## src/rtl/swhsr_pkg.sv

```systemverilog
// Package with the constants, codes and word types of the humidity sensor reader.
`default_nettype none

package swhsr_pkg;

	// Data bits in one sensor frame: two humidity bytes, two temperature bytes, one checksum.
	localparam int FRAME_BITS = 40;
	localparam int BIT_IDX_W  = 6;
	localparam int TICK_W     = 11;

	// Configuration register indexes.
	localparam logic [2:0] REG_START_LOW    = 3'd0;
	localparam logic [2:0] REG_RELEASE      = 3'd1;
	localparam logic [2:0] REG_BIT_SAMPLE   = 3'd2;
	localparam logic [2:0] REG_EDGE_TIMEOUT = 3'd3;
	localparam logic [2:0] REG_FAN_ON       = 3'd4;
	localparam logic [2:0] REG_FAN_OFF      = 3'd5;
	localparam logic [2:0] REG_HEATER_OFF   = 3'd6;
	localparam logic [2:0] REG_HEATER_ON    = 3'd7;

	// Register reset values.
	localparam logic [10:0]        START_LOW_RST    = 11'd1000;
	localparam logic [7:0]         RELEASE_RST      = 8'd30;
	localparam logic [7:0]         BIT_SAMPLE_RST   = 8'd50;
	localparam logic [7:0]         EDGE_TIMEOUT_RST = 8'd255;
	localparam logic signed [15:0] FAN_ON_RST       = 16'sd420;
	localparam logic signed [15:0] FAN_OFF_RST      = 16'sd400;
	localparam logic signed [15:0] HEATER_OFF_RST   = 16'sd20;
	localparam logic signed [15:0] HEATER_ON_RST    = 16'sd0;

	// Read sequence phases.
	localparam logic [2:0] PH_IDLE         = 3'd0;
	localparam logic [2:0] PH_START_LOW    = 3'd1;
	localparam logic [2:0] PH_RELEASE      = 3'd2;
	localparam logic [2:0] PH_RESP_LOW     = 3'd3;
	localparam logic [2:0] PH_RESP_HIGH    = 3'd4;
	localparam logic [2:0] PH_BIT_END_HIGH = 3'd5;
	localparam logic [2:0] PH_BIT_END_LOW  = 3'd6;
	localparam logic [2:0] PH_BIT_DELAY    = 3'd7;

	// Completion status codes.
	localparam logic [1:0] ST_OK          = 2'd0;
	localparam logic [1:0] ST_NO_RESPONSE = 2'd1;
	localparam logic [1:0] ST_CHECKSUM    = 2'd2;

	// Magnitude sign bit of the sensor temperature word.
	localparam logic [15:0] TEMP_SIGN = 16'h8000;

	// Result word, lowest field last in the declaration so it lands in bit 0.
	typedef struct packed {
		logic                pad;
		logic                heater_on;
		logic                fan_on;
		logic signed [15:0]  temperature_tenths;
		logic [15:0]         humidity_tenths;
		logic [1:0]          status;
		logic                done_res;
		logic                busy_res;
		logic                drive_low;
	} result_t;

endpackage

`default_nettype wire

```

## src/rtl/single_wire_humidity_sensor_reader.sv

```systemverilog
// Top level of the single-wire humidity and temperature sensor reader.
// Each result word is registered, in the output register or, while the master side stalls,
// in the skid register. Throughput: one input word per cycle while the skid register is
// empty; the two-entry output buffer (output register plus skid register) absorbs a stall.
// Reset: arst_n clears the sequencer to idle, the latched readings and flags to zero,
// and loads the configuration registers with their default timing and thresholds.
`default_nettype none

module single_wire_humidity_sensor_reader
	import swhsr_pkg::*;
(
	input  wire logic        clk,
	input  wire logic        arst_n,

	// Configuration write port.
	input  wire logic        cfg_we,
	input  wire logic [2:0]  cfg_index,
	input  wire logic [15:0] cfg_data,

	// Input words, one per microsecond tick or start request.
	input  wire logic        s_tvalid,
	output logic             s_tready,
	input  wire logic [7:0]  s_tdata,   // [0] line_level, [7:1] zero
	input  wire logic        s_tuser,   // [0] action: 0 tick, 1 start a new read

	// Result words, one per input word.
	output logic             m_tvalid,
	input  wire logic        m_tready,
	// [0] drive_low, [1] busy_res, [2] done_res, [4:3] status, [20:5] humidity_tenths,
	// [36:21] temperature_tenths, [37] fan_on, [38] heater_on, [39] zero
	output logic [39:0]      m_tdata
);

	// Configuration registers.
	logic [10:0]        start_low_q;
	logic [7:0]         release_q;
	logic [7:0]         bit_sample_q;
	logic [7:0]         edge_timeout_q;
	logic signed [15:0] fan_on_above_q;
	logic signed [15:0] fan_off_below_q;
	logic signed [15:0] heater_off_above_q;
	logic signed [15:0] heater_on_below_q;

	// Sequencer state.
	logic [2:0]            phase_q, phase_d;
	logic [TICK_W-1:0]     tick_q, tick_d;
	logic [BIT_IDX_W-1:0]  bit_idx_q, bit_idx_d;
	logic [FRAME_BITS-1:0] frame_q, frame_d;
	logic [15:0]           hum_q, hum_d;
	logic signed [15:0]    temp_q, temp_d;
	logic                  fan_q, fan_d;
	logic                  heater_q, heater_d;

	// Output buffer.
	logic    out_v_q;
	result_t out_q;
	logic    skid_v_q;
	result_t skid_q;

	logic    accept;
	logic    action;
	logic    lvl;
	result_t res_d;

	assign action   = s_tuser;
	assign lvl      = s_tdata[0];
	assign s_tready = !skid_v_q;
	assign accept   = s_tvalid && s_tready;
	assign m_tvalid = out_v_q;
	assign m_tdata  = out_q;

	// Configuration writes. Indexes beyond the list do not exist with a three-bit index.
	always_ff @(posedge clk or negedge arst_n) begin
		if (!arst_n) begin
			start_low_q        <= START_LOW_RST;
			release_q          <= RELEASE_RST;
			bit_sample_q       <= BIT_SAMPLE_RST;
			edge_timeout_q     <= EDGE_TIMEOUT_RST;
			fan_on_above_q     <= FAN_ON_RST;
			fan_off_below_q    <= FAN_OFF_RST;
			heater_off_above_q <= HEATER_OFF_RST;
			heater_on_below_q  <= HEATER_ON_RST;
		end else if (cfg_we) begin
			unique case (cfg_index)
				REG_START_LOW:    start_low_q        <= cfg_data[10:0];
				REG_RELEASE:      release_q          <= cfg_data[7:0];
				REG_BIT_SAMPLE:   bit_sample_q       <= cfg_data[7:0];
				REG_EDGE_TIMEOUT: edge_timeout_q     <= cfg_data[7:0];
				REG_FAN_ON:       fan_on_above_q     <= cfg_data;
				REG_FAN_OFF:      fan_off_below_q    <= cfg_data;
				REG_HEATER_OFF:   heater_off_above_q <= cfg_data;
				REG_HEATER_ON:    heater_on_below_q  <= cfg_data;
				default:          start_low_q        <= start_low_q;
			endcase
		end
	end

	// Next state for one input word. Every wait counts one tick per word; a count
	// compares the incremented tick counter against its limit, so a zero limit
	// behaves like a limit of one. An edge wait also ends when the line leaves the
	// level being held, and a timeout simply moves on as if the edge had come.
	always_comb begin
		logic [TICK_W-1:0]    tick_inc;
		logic                 edge_hit;
		logic [BIT_IDX_W-1:0] idx_inc;
		logic [7:0]           b0, b1, b2, b3, b4;
		logic [7:0]           sum;
		logic [15:0]          raw;
		logic signed [15:0]   t;
		logic                 done;
		logic [1:0]           status;

		tick_inc = tick_q + 1'b1;
		edge_hit = (tick_inc >= {3'b000, edge_timeout_q});
		idx_inc  = bit_idx_q + 1'b1;
		frame_d  = frame_q;
		b0 = frame_d[39:32];
		b1 = frame_d[31:24];
		b2 = frame_d[23:16];
		b3 = frame_d[15:8];
		b4 = frame_d[7:0];
		sum = 8'd0;
		raw = 16'd0;
		t   = 16'sd0;

		phase_d   = phase_q;
		tick_d    = tick_q;
		bit_idx_d = bit_idx_q;
		hum_d     = hum_q;
		temp_d    = temp_q;
		fan_d     = fan_q;
		heater_d  = heater_q;
		done      = 1'b0;
		status    = ST_OK;

		if (action) begin
			// A start request abandons whatever is running.
			phase_d   = PH_START_LOW;
			tick_d    = '0;
			bit_idx_d = '0;
			frame_d   = '0;
		end else begin
			unique case (phase_q)
				PH_IDLE: begin
				end
				PH_START_LOW: begin
					tick_d = tick_inc;
					if (tick_inc >= start_low_q) begin
						phase_d = PH_RELEASE;
						tick_d  = '0;
					end
				end
				PH_RELEASE: begin
					tick_d = tick_inc;
					if (tick_inc >= {3'b000, release_q}) begin
						tick_d = '0;
						if (!lvl) begin
							phase_d = PH_RESP_LOW;
						end else begin
							// Sensor did not pull the line low: no response.
							phase_d = PH_IDLE;
							done    = 1'b1;
							status  = ST_NO_RESPONSE;
						end
					end
				end
				PH_RESP_LOW: begin
					if (lvl) begin
						phase_d = PH_RESP_HIGH;
						tick_d  = '0;
					end else begin
						tick_d = tick_inc;
						if (edge_hit) begin
							phase_d = PH_RESP_HIGH;
							tick_d  = '0;
						end
					end
				end
				PH_RESP_HIGH, PH_BIT_END_HIGH: begin
					if (!lvl || edge_hit) begin
						phase_d = (phase_q == PH_RESP_HIGH) ? PH_BIT_END_HIGH : PH_BIT_END_LOW;
						tick_d  = '0;
					end else begin
						tick_d = tick_inc;
					end
				end
				PH_BIT_END_LOW: begin
					if (lvl || edge_hit) begin
						phase_d = PH_BIT_DELAY;
						tick_d  = '0;
					end else begin
						tick_d = tick_inc;
					end
				end
				PH_BIT_DELAY: begin
					tick_d = tick_inc;
					if (tick_inc >= {3'b000, bit_sample_q}) begin
						tick_d    = '0;
						frame_d   = {frame_q[FRAME_BITS-2:0], lvl};
						bit_idx_d = idx_inc;
						if (idx_inc >= BIT_IDX_W'(FRAME_BITS)) begin
							phase_d   = PH_IDLE;
							bit_idx_d = '0;
							done      = 1'b1;
							b0  = frame_d[39:32];
							b1  = frame_d[31:24];
							b2  = frame_d[23:16];
							b3  = frame_d[15:8];
							b4  = frame_d[7:0];
							sum = b0 + b1 + b2 + b3;
							if (sum != b4) begin
								status = ST_CHECKSUM;
							end else begin
								hum_d = {b0, b1};
								raw   = {b2, b3};
								// Sign-magnitude to two's complement; negative zero becomes zero.
								if ((raw & TEMP_SIGN) != 16'd0) begin
									t = -$signed({1'b0, raw[14:0]});
								end else begin
									t = $signed(raw);
								end
								temp_d = t;
								if (t > fan_on_above_q)     fan_d    = 1'b1;
								if (t < fan_off_below_q)    fan_d    = 1'b0;
								if (t > heater_off_above_q) heater_d = 1'b0;
								if (t < heater_on_below_q)  heater_d = 1'b1;
							end
						end else begin
							phase_d = PH_BIT_END_HIGH;
						end
					end
				end
				default: begin
					phase_d = PH_IDLE;
					tick_d  = '0;
				end
			endcase
		end

		res_d.pad                = 1'b0;
		res_d.heater_on          = heater_d;
		res_d.fan_on             = fan_d;
		res_d.temperature_tenths = temp_d;
		res_d.humidity_tenths    = hum_d;
		res_d.status             = status;
		res_d.done_res           = done;
		res_d.busy_res           = (phase_d != PH_IDLE);
		res_d.drive_low          = (phase_d == PH_START_LOW);
	end

	// State advances only on an accepted input word.
	always_ff @(posedge clk or negedge arst_n) begin
		if (!arst_n) begin
			phase_q   <= PH_IDLE;
			tick_q    <= '0;
			bit_idx_q <= '0;
			frame_q   <= '0;
			hum_q     <= '0;
			temp_q    <= '0;
			fan_q     <= 1'b0;
			heater_q  <= 1'b0;
		end else if (accept) begin
			phase_q   <= phase_d;
			tick_q    <= tick_d;
			bit_idx_q <= bit_idx_d;
			frame_q   <= frame_d;
			hum_q     <= hum_d;
			temp_q    <= temp_d;
			fan_q     <= fan_d;
			heater_q  <= heater_d;
		end
	end

	// Output register with a skid register behind it. Input is refused only while
	// the skid register holds a word; the skid word always drains first.
	always_ff @(posedge clk or negedge arst_n) begin
		if (!arst_n) begin
			out_v_q  <= 1'b0;
			skid_v_q <= 1'b0;
		end else if (!out_v_q || m_tready) begin
			if (skid_v_q) begin
				out_v_q  <= 1'b1;
				skid_v_q <= 1'b0;
			end else begin
				out_v_q <= accept;
			end
		end else if (accept) begin
			skid_v_q <= 1'b1;
		end
	end

	always_ff @(posedge clk) begin
		if (!out_v_q || m_tready) begin
			out_q <= skid_v_q ? skid_q : res_d;
		end else if (accept) begin
			skid_q <= res_d;
		end
	end

	// A word waits in the skid register only behind a word in the output register.
	a_skid_behind_out: assert property (@(posedge clk) disable iff (!arst_n)
		skid_v_q |-> out_v_q)
		else $error("skid register holds a word while the output register is empty");

	// A start request always opens the drive-low phase.
	a_start_opens: assert property (@(posedge clk) disable iff (!arst_n)
		(accept && action) |=> (phase_q == PH_START_LOW))
		else $error("start request did not enter the drive-low phase");

	// A nonzero status only comes with a finished sequence, which is no longer busy.
	a_status_with_done: assert property (@(posedge clk) disable iff (!arst_n)
		(out_v_q && out_q.status != ST_OK) |-> (out_q.done_res && !out_q.busy_res))
		else $error("status reported without a finished sequence");

	// The host drives the line only inside a running sequence.
	a_drive_busy: assert property (@(posedge clk) disable iff (!arst_n)
		(out_v_q && out_q.drive_low) |-> out_q.busy_res)
		else $error("line driven low while idle");

endmodule

`default_nettype wire

```

## config.mk

```make
export PLATFORM = sky130hd
export DESIGN_NAME = single_wire_humidity_sensor_reader
export DESIGN_NICKNAME = d
export VERILOG_FILES = /design/src/rtl/swhsr_pkg.sv /design/src/rtl/single_wire_humidity_sensor_reader.sv
export SDC_FILE = /design/constraint.sdc
export NUM_CORES = 1
export LEC_CHECK = 0
export BUFFER_PORTS_ARGS = -buffer_cell sky130_fd_sc_hd__buf_2
export CAP_MARGIN = 20
export CORE_ASPECT_RATIO = 1.25
export CORE_UTILIZATION = 35
export DETAILED_ROUTE_END_ITERATION = 16
export PLACE_DENSITY = 0.48
export SLEW_MARGIN = 15
export SYNTH_ARGS = -nofsm -noshare
export SYNTH_HDL_FRONTEND = slang
export SYNTH_SLANG_ARGS = --single-unit
```

## constraint.sdc

```tcl
create_clock -name clk -period 5.9 [get_ports clk]
set_input_delay 1.18 -clock clk [delete_from_list [all_inputs] [get_ports clk]]
set_output_delay 1.18 -clock clk [all_outputs]
set_load 0.1 [all_outputs]
```

# Yosys cells after proc, flatten, opt, wreduce, memory -nomap -nowiden
# Cells that the tools add are included.
op_classes:
  bitwise: 1
  n_lt_le_gt_ge: 9
  reduce_logical: 25
  n_mux: 75
  n_addsub: 6
  n_eq_ne: 16
ops:
  columns: ["operator", "n"]
  rows:
  - ["two-way mux 16 bit", 16]
  - ["two-way mux 39 bit", 4]
  - ["two-way mux 11 bit", 8]
  - ["case mux 11 bit (6 select lines)", 1]
  - [">= comparator 11 x 8 -> 1 bit", 3]
  - ["> comparator 16 bit", 2]
  - ["less-than comparator 16 bit", 2]
  - ["two-way mux 3 bit", 9]
  - ["adder 8 bit", 3]
  - ["== test 3 bit (second input constant)", 8]
  - ["two-way mux 1 bit", 24]
  - ["two-way mux 6 bit", 4]
  - ["AND reduction 2 bit", 10]
  - ["case mux 3 bit (6 select lines)", 1]
  - ["negation 15 -> 16 bit", 1]
  - ["== test 3 x 2 -> 1 bit (second input constant)", 4]
  - ["two-way mux 2 bit", 6]
  - ["adder 11 x 1 -> 11 bit (second input constant)", 1]
  - [">= comparator 11 bit", 1]
  - ["== test 3 x 1 -> 1 bit (second input constant)", 3]
  - ["inequality test 8 bit", 1]
  - ["nonzero test 7 bit", 1]
  - ["adder 6 x 1 -> 6 bit (second input constant)", 1]
  - [">= comparator 6 bit (second input constant)", 1]
  - ["11 further kinds", 17]
totals:
  out_inout_bits: 42
  reg_bits: 272

# Depth between registers and ports, before layout
# Gate-level depths: netlist of the first run.
depth:
  ltp_word: 18
  mapped_depth: 15
  ltp_nobuf: 15

# Least setup slack after synthesis of the first run
# No wires, ideal clock.
synth_path:
  path_kind: "input port to flip-flop"
  from: "input m_tready"
  to: "register skid_q[0] (netlist bit) (enable)"
  cell_stages: 2
  path_slack_ns: 1.499
  arrival_ns: 3.966
  setup_ns: 0.435
  n_path_buf: 0
  cell_sequence: "nand2b_1 -> nor2_1"
synth_via:
  elab_chain_len: 3
synth_lines:
  columns: ["element", "line_no", "rtl"]
  rows:
  - ["from (decl)", "single_wire_humidity_sensor_reader.sv:28", "input wire logic m_tready,"]
  - ["logical OR 1 bit", "single_wire_humidity_sensor_reader.sv:293", "if (!out_v_q || m_tready) begin"]
  - ["NOT 1 bit (no line)", null, null]
  - ["AND reduction 2 bit (no line)", null, null]
  - ["to (signal assigned)", "single_wire_humidity_sensor_reader.sv:296", "skid_q <= res_d;"]
  - ["to (decl)", "single_wire_humidity_sensor_reader.sv:58", "result_t skid_q;"]
# No other way between the ends.
# A chain may end at the register's enable or synchronous reset.

# Worst setup path in the final report of the first run
layout_path:
  from: "register tick_q[0]"
  to: "register out_q, in the netlist m_tdata[5] (data pin)"
layout_via:
  elab_chain_len: 6
layout_lines:
  columns: ["element", "line_no", "rtl"]
  rows:
  - ["from (decl)", "single_wire_humidity_sensor_reader.sv:46", "logic [TICK_W-1:0] tick_q, tick_d;"]
  - ["from (signal assigned)", "single_wire_humidity_sensor_reader.sv:264", "tick_q <= tick_d;"]
  - ["adder 11 x 1 -> 11 bit", "single_wire_humidity_sensor_reader.sv:113", "tick_inc = tick_q + 1'b1;"]
  - [">= comparator 11 x 8 -> 1 bit", "single_wire_humidity_sensor_reader.sv:197", "if (tick_inc >= {3'b000, bit_sample_q}) begin"]
  - ["two-way mux 16 bit", "single_wire_humidity_sensor_reader.sv:197", null]
  - ["two-way mux 16 bit", "single_wire_humidity_sensor_reader.sv:143", "unique case (phase_q)"]
  - ["two-way mux 16 bit", "single_wire_humidity_sensor_reader.sv:136", "if (action) begin"]
  - ["net hum_d[0]", "single_wire_humidity_sensor_reader.sv:49", "logic [15:0] hum_q, hum_d;"]
  - ["two-way mux 39 bit", "single_wire_humidity_sensor_reader.sv:294", "out_q <= skid_v_q ? skid_q : res_d;"]
  - ["to (signal assigned)", "single_wire_humidity_sensor_reader.sv:294", null]
  - ["to (decl)", "single_wire_humidity_sensor_reader.sv:56", "result_t out_q;"]
# The timed path passes the listed nets, and every way through them passes these cells.

==> reports/metrics.yaml, run 1 <==
status: "finished clean"
first_iter_violations: 513
max_stage_delay_ns: 0.88
root_buffer: "clkbuf_16"
crit_path_start: "tick_q[0]$_DFFE_PN0P_"
grt_pass1_wl_mm: 54.1
preCtsSetupSlack_ns: 0.841
synth-adder-area-share_pct: 11.0
ys_async_sr_fraction_pct: 71.3
post-route-util_pct: 40.9
synth-edff-count: 78
finalCriticalPeriod_ns: 5.07
cp_num_buf_inv: 0
fmax_mhz: 197
tns_ns: 0
synth_top_family_by_area: "multiplexers"
cts_setup_buffers: 0
relSlewSlack_pct: 26.4
yosysWarningCount: 0
hold_ws_ns: 0.497
setup_ws_ns: 0.830
synthXorXnorAreaFrac_pct: 2.07
required_ns: 6.21
htree_levels: 1
grt_pass1_vias: 9564
maxCapViolCount: 0
crit_family: "simple AND/OR/NAND/NOR gates"
vias_per_cell: 4.90
synth_compound_area_share_pct: 10.4
p_leak_nw: 7.87
avgSynthCellArea_um2: 11.3
ys_seq_elements: 272
vias: 9590
startpoint_type: "flip-flop"
syn_area_mm2: 0.0148
fin_cells: 1957
wl_per_cell_um: 16.8
rows: 83
synth_top_area_share_pct: 27.7
fin_skew_ns: 0.0211
yosys.area_share.simple_pct: 9.77
routed_wl_mm: 32.9
crit_arrival_ns: 5.38
die_h_um: 232
die_area_mm2: 0.0431
grt_max_degree: 114
syn-instance-count: 1309
hold_class: "reg2reg"
yosys.area.top_type: "dfrtp_1"
antenna_cells: 0
critPathCaptureType: "flip-flop"
cts_made_buffers: 31
dp.cells: 1899
muxShareOfSynthArea_pct: 13.3
syn_nets: 1464
ant_nets: 0
clk_pin_slew_ns: 0.06
area_growth_pct: 14.2
cp_max_fo: 36
cts_num_sinks: 272
cts_hold_buffers: 0
hpwl_mm: 23.2
multi_input_area_mm2: 0.00692
drc: 0
pin_count: 75
antenna_found_initial: 0
grt_overflow_total: 0
fin_crit_sh_pct: 85.9
slew_viol_final: 0
setup_viol: 0
first_pass_iters: 5
clockBufferDepth: 3
worstReg2RegStart: "tick_q[0]$_DFFE_PN0P_"
cellPowerDensity_mw_per_mm2: 306
seq_area_mm2: 0.00723
hold_violations: 0
finalNetCount: 1536
cts_resized: 0
hold_start: "frame_q[29]$_DFFE_PN0P_"
crit_type: "reg2reg"
ys_seq_area_share_pct: 48.9
die_width_um: 186
port-buffer-count: 66
yosysUniqueCellTypes: 66
ir_drop_uv: 183
cp_slowest_cell: "or3_2"
core_area_mm2: 0.0413
clock_latency_ns: 0.58
cts_tree: "built"
gp_congestion: 0.807
crit_chain: "ha_1 -> nand2_1 -> or2_2 -> nand2_1 -> ha_1 -> and3_1 -> a221oi_1 -> o21ai_0 -> o311a_2 -> nand3_4 -> or3_2 -> mux2_2 -> mux2_2"
drive_above_1_share_pct: 24.1
initial_core_util_pct: 35.8
fill_cells: 4053
tightestPinTransition_ns: 1.10
grtUsageTotal_pct: 16.0
rsz0062_at_grt: "false"
synthTopCellsByArea: "dfrtp_1 28%, edfxtp_1 16%, ha_1 9.1%, mux2_2 8.8%, dfstp_2 5.3%"
synthFlopType: "dfrtp_1"
[per-stage QoR]
step / instance area (µm²) / power [mW]
2_1_floorplan: 14800 / 2.96
3_3_place_gp: 15800 / 3.17
3_5_place_dp: 15800 / 3.19
4_1_cts: 16900 / 5.25
5_1_grt: 16900 / 5.44
6_report: 16900 / 5.17
[registers in the layout, summed over array words and instances, names as in the netlist]
register	count
bit_idx_q	6
fan_q	1
heater_q	1
tick_q	11
release_q	8
m_tdata	39
hum_q	16
heater_off_above_q	16
bit_sample_q	8
heater_on_below_q	16
fan_on_above_q	16
temp_q	16
phase_q	3
skid_q	39
fan_off_below_q	16
edge_timeout_q	8
frame_q	39
skid_v_q	1
start_low_q	11
m_tvalid	1
[report_power, final]
part | internal (mW) | switching (mW) | leakage [nW] | total (mW)
Sequential | 2.17 | 0.0965 | 3.20 | 2.27
Clock | 1.23 | 0.779 | 0.514 | 2.01
Combinational | 0.304 | 0.581 | 4.15 | 0.885
[cells by family (layout without fill, tap and decap cells)]
| logic type | count (synthesis) | in the layout |
|---|---|---|
| buffers and inverters | 169 | 265 |
| multiplexers | 159 | 159 |
| adder cells (fa/ha/maj) | 122 | 122 |
| flip-flops | 272 | 272 |
| XOR/XNOR | 35 | 35 |
| AO/OA/AOI/OAI | 246 | 246 |
| AND/OR/NAND/NOR | 305 | 305 |
| other | 1 | 1 |
[worst paths after layout]
check | end | slack, ns | depth (start not counted)
setup reg to reg | m_tdata[5]$_DFFE_PN_ | 0.83 | 13
setup / recovery | m_tdata[5]$_DFFE_PN_ | 0.83 | 13
max in group asynchronous | fan_on_above_q[7]$_DFFE_PN1P_ | 4.14 | 2
min in group asynchronous | fan_on_above_q[9]$_DFFE_PN0P_ | 0.75 | 1
hold / removal | frame_q[29]$_DFFE_PN0P_ | 0.50 | 2
hold reg to reg | frame_q[29]$_DFFE_PN0P_ | 0.50 | 2
[per-layer routing]
metal  vias to the layer above  part of all wire [%]  GRT usage (%)
met3                        46                   3.1           1.88
met4                         0                   2.3           4.53
li1                       4754                     -              -
met1                      4655                    47           21.7
met5                         -                     0              0
met2                       135                    48           26.7
[final cells by class]
cell class | instances | area share [%]
clock buffer | 38 | 4.80
clock inverter | 19 | 1.44
inverter | 118 | 2.62
multi-input combinational | 868 | 40.9
sequential | 272 | 42.8
tap | 552 | 4.09
timing repair buffer | 90 | 3.33
[worst reg2reg max path, stage by stage, from the launching register on]
cell and delay (ns):
dfrtp_1 0.59, ha_1 0.37, nand2_1 0.12, or2_2 0.30, nand2_1 0.20, ha_1 0.29
and3_1 0.18, a221oi_1 0.32, o21ai_0 0.19, o311a_2 0.41, nand3_4 0.19, or3_2 0.89
mux2_2 0.48, mux2_2 0.27
[synthesized netlist by cell type, drive strengths merged (14+ instances only)]
master,number
dfrtp,164
o21ai,106
nand3,19
nand2,167
xnor2,30
ha,108
nand4,17
o31ai,20
mux2,158
clkbuf,40
edfxtp,78
dfstp,30
fa,14
inv,118
nor2,27
a21o,30
nand2b,24
a21oi,31
[cells in the final DEF (no fill, tap or decap), types with 6 or more instances in the layout]
cell type and instances:
nand3_1 18, o31ai_1 20, mux2_4 43, nand2b_1 23, dfstp_2 30, clkinv_1 8
edfxtp_1 78, bufinv_16 6, buf_4 19, nand4_1 16, nor2_1 26, nand2_1 167
nor2b_1 8, ha_1 108, a31oi_1 6, inv_1 116, o211ai_1 8, clkbuf_16 31
mux2_2 115, dfrtp_1 164, clkbuf_1 6, o21ai_0 105, o41ai_1 7, a21oi_1 31
buf_2 65, fa_1 14, xnor2_1 30, nor3_1 8, a21o_1 29
No activity file was read; power rests on OpenSTA's default activity.
==> run 2, diff against run 1 <==
--- a/config.mk
+++ b/config.mk
@@ -10,7 +10,6 @@
 export CORE_ASPECT_RATIO = 1.25
 export CORE_UTILIZATION = 35
 export DETAILED_ROUTE_END_ITERATION = 16
-export PLACE_DENSITY = 0.48
 export SLEW_MARGIN = 15
 export SYNTH_ARGS = -nofsm -noshare
 export SYNTH_HDL_FRONTEND = slang
==> constraint.sdc (replaced) <==
create_clock -name clk -period 6.55 [get_ports clk]
set_input_delay 1.31 -clock clk [delete_from_list [all_inputs] [get_ports clk]]
set_output_delay 1.31 -clock clk [all_outputs]
set_load 0.1 [all_outputs]
==> run 2 against run 1 <==
Effect of this change:
- combinational power down 11%
- critical path type unchanged
- setup slack better by 0.91 ns
- flip-flop and latch count did not move
- critical path depth rose by 1
- wire length down 3.8%
- highest routed layer is now met5
- worst hold slack improved by 0.0024 ns
- final cell count decreased by 0.31%
==> reports/metrics.yaml, run 2 (synthesized netlist as in run 1, its figures left out) <==
finalNetCount: 1531  # -0.33%
grt_pass1_vias: 9869  # +3.2%
cellPowerDensity_mw_per_mm2: 266  # -13%
finalCriticalPeriod_ns: 4.81  # -0.256 ns
cts_hold_buffers: 0  # unchanged
die_area_mm2: 0.0431  # unchanged
cts_made_buffers: 29  # -6.5%
required_ns: 6.84  # +0.63 ns
fin_crit_sh_pct: 73.5  # -12 points
crit_family: "adder cells"
clk_pin_slew_ns: 0.06  # about the same
area_growth_pct: 13.3
wl_met2_mm: 15.5  # -1.0%
routed_wl_mm: 31.6  # -3.8%
grt_overflow_total: 0  # unchanged
slew_viol_final: 0  # unchanged
dr.max_layer_used: "met5"
relSlewSlack_pct: 26.7  # +0.36 points
cp_num_buf_inv: 2  # +2
cts_num_sinks: 272  # unchanged
final_common_cell: "nand2_1"
fill_cells: 3996  # -1.4%
die_h_um: 232  # unchanged
setup_ws_ns: 1.74  # +0.906 ns
cp_max_fo: 24  # -33%
vias: 9709  # +1.2%
fin_skew_ns: 0.0191  # -0.00200 ns
clock_latency_ns: 0.55  # -0.03 ns
max_stage_delay_ns: 0.65  # -0.23 ns
clockBufferDepth: 3  # unchanged
setup_viol: 0  # unchanged
p_leak_nw: 7.79  # -0.95%
cts_tree: "built"
grt_pass1_wl_mm: 52.4  # -3.1%
critPathCaptureType: "flip-flop"
vias_per_cell: 4.98  # +1.6%
hold_violations: 0  # unchanged
ant_nets: 0  # unchanged
initial_core_util_pct: 35.8  # unchanged
crit_type: "reg2reg"
cpMostUsedCell: "fa_1"
core_area_mm2: 0.0413  # unchanged
wl_met3_mm: 1.12  # +9.3%
fmax_mhz: 208  # +5.3%
grtUsageTotal_pct: 15.4  # -0.65 points
first_pass_iters: 5  # unchanged
die_width_um: 186  # unchanged
htree_levels: 1  # unchanged
ir_drop_uv: 120  # -35%
cts_setup_buffers: 0  # unchanged
first_iter_violations: 543  # +5.8%
drc: 0  # unchanged
hold_class: "reg2reg"
final_cell_mix: "167 x nand2_1, 164 x dfrtp_1, 116 x inv_1"
m1WireLength_mm: 14.0  # -9.8%
cp_slowest_cell: "or3_2"
pin_count: 75  # unchanged
status: "finished clean"
rsz0062_at_grt: "false"
root_buffer: "clkbuf_16"
maxCapViolCount: 0  # unchanged
wl_per_cell_um: 16.2  # -3.5%
gp_congestion: 0.841  # +4.1%
tightestPinTransition_ns: 1.09  # -0.0133 ns
startpoint_type: "flip-flop"
hpwl_mm: 22.6  # -2.9%
rows: 83  # unchanged
cts_resized: 0  # unchanged
crit_chain: "fa_1 -> fa_1 -> ha_1 -> inv_1 -> fa_1 -> xor2_1 -> o21ai_0 -> a211oi_1 -> nand3_1 -> nand3b_1 -> or3_2 -> buf_12 -> mux2_4 -> mux2_4"
preCtsSetupSlack_ns: 1.53  # +0.692 ns
grt_max_degree: 112  # -1.8%
port-buffer-count: 66  # unchanged
drive_above_1_share_pct: 24.1  # about the same
tns_ns: 0  # unchanged
antenna_found_initial: 2  # +2
crit_arrival_ns: 5.10  # -0.28 ns
-- run 2: changes by cell type in the layout (fill, tap and decap cells not counted), sizes merged --
cell,change
bufinv,-4
buf,-3
clkinvlp,+2
inv,-2
clkbuf,+1
clkinv,-1
diode,+1
-- run 2: cell type report --
cell class / instances / area (µm²) / share of cell area (%)
timing repair buffer: 87 / 541 / 3.22
clock inverter: 14 / 131 / 0.784
inverter: 118 / 443 / 2.64
antenna: 1 / 2.50 / 0.0149
tap: 552 / 691 / 4.12
multi-input combinational: 868 / 6930 / 41.3
sequential: 272 / 7230 / 43.2
clock buffer: 39 / 795 / 4.74
-- run 2: worst paths after layout --
kind,startpoint,end,slack [ns],cells after the start
min in group asynchronous,arst_n,heater_on_below_q[8]$_DFFE_PN0P_,0.89,1
max in group asynchronous,arst_n,fan_off_below_q[13]$_DFFE_PN0P_,4.44,2
worst min register to register,hum_q[15]$_DFFE_PN0P_,hum_q[15]$_DFFE_PN0P_,0.50,1
worst min-delay path,hum_q[15]$_DFFE_PN0P_,hum_q[15]$_DFFE_PN0P_,0.50,1
worst max register to register,frame_q[16]$_DFFE_PN0P_,m_tdata[24]$_DFFE_PN_,1.74,14
worst max-delay path,frame_q[16]$_DFFE_PN0P_,m_tdata[24]$_DFFE_PN_,1.74,14
-- run 2: power breakdown --
group / total [mW] / switching, mW / leakage (nW) / internal (mW)
Sequential: 2.05 / 0.0879 / 3.20 / 1.96
Clock: 1.61 / 0.685 / 0.452 / 0.930
Combinational: 0.790 / 0.516 / 4.14 / 0.274
-- run 2: metal layers --
| metal | vias to the layer above | GRT usage, % |
|---|---|---|
| met5 | - | 0 |
| met4 | 4 | 5.97 |
| met3 | 67 | 2.24 |
| met2 | 170 | 26.6 |
| met1 | 4714 | 19.1 |
| li1 | 4754 | - |
-- run 2: worst reg2reg max path: stages (launching register included) --
cell	delay [ns]
dfrtp_1	0.46
fa_1	0.52
fa_1	0.53
ha_1	0.19
inv_1	0.07
fa_1	0.51
xor2_1	0.13
o21ai_0	0.09
a211oi_1	0.26
nand3_1	0.11
nand3b_1	0.18
or3_2	0.65
buf_12	0.27
mux2_4	0.33
mux2_4	0.25
-- run 2: through the flow --
step                hold slack [ns]  area (µm²)  power (mW)  util (%)  cells
detailed placement            0.489       15800        2.87      38.1   1893
global route                  0.517       16800        4.67      40.5   1950
finish                        0.499       16800        4.45      40.6   1951
floorplan                     0.466       14800        2.66         -   1309
global placement              0.480       15800        2.84      38.1   1893
CTS                           0.504       16700        4.50      40.4   1946
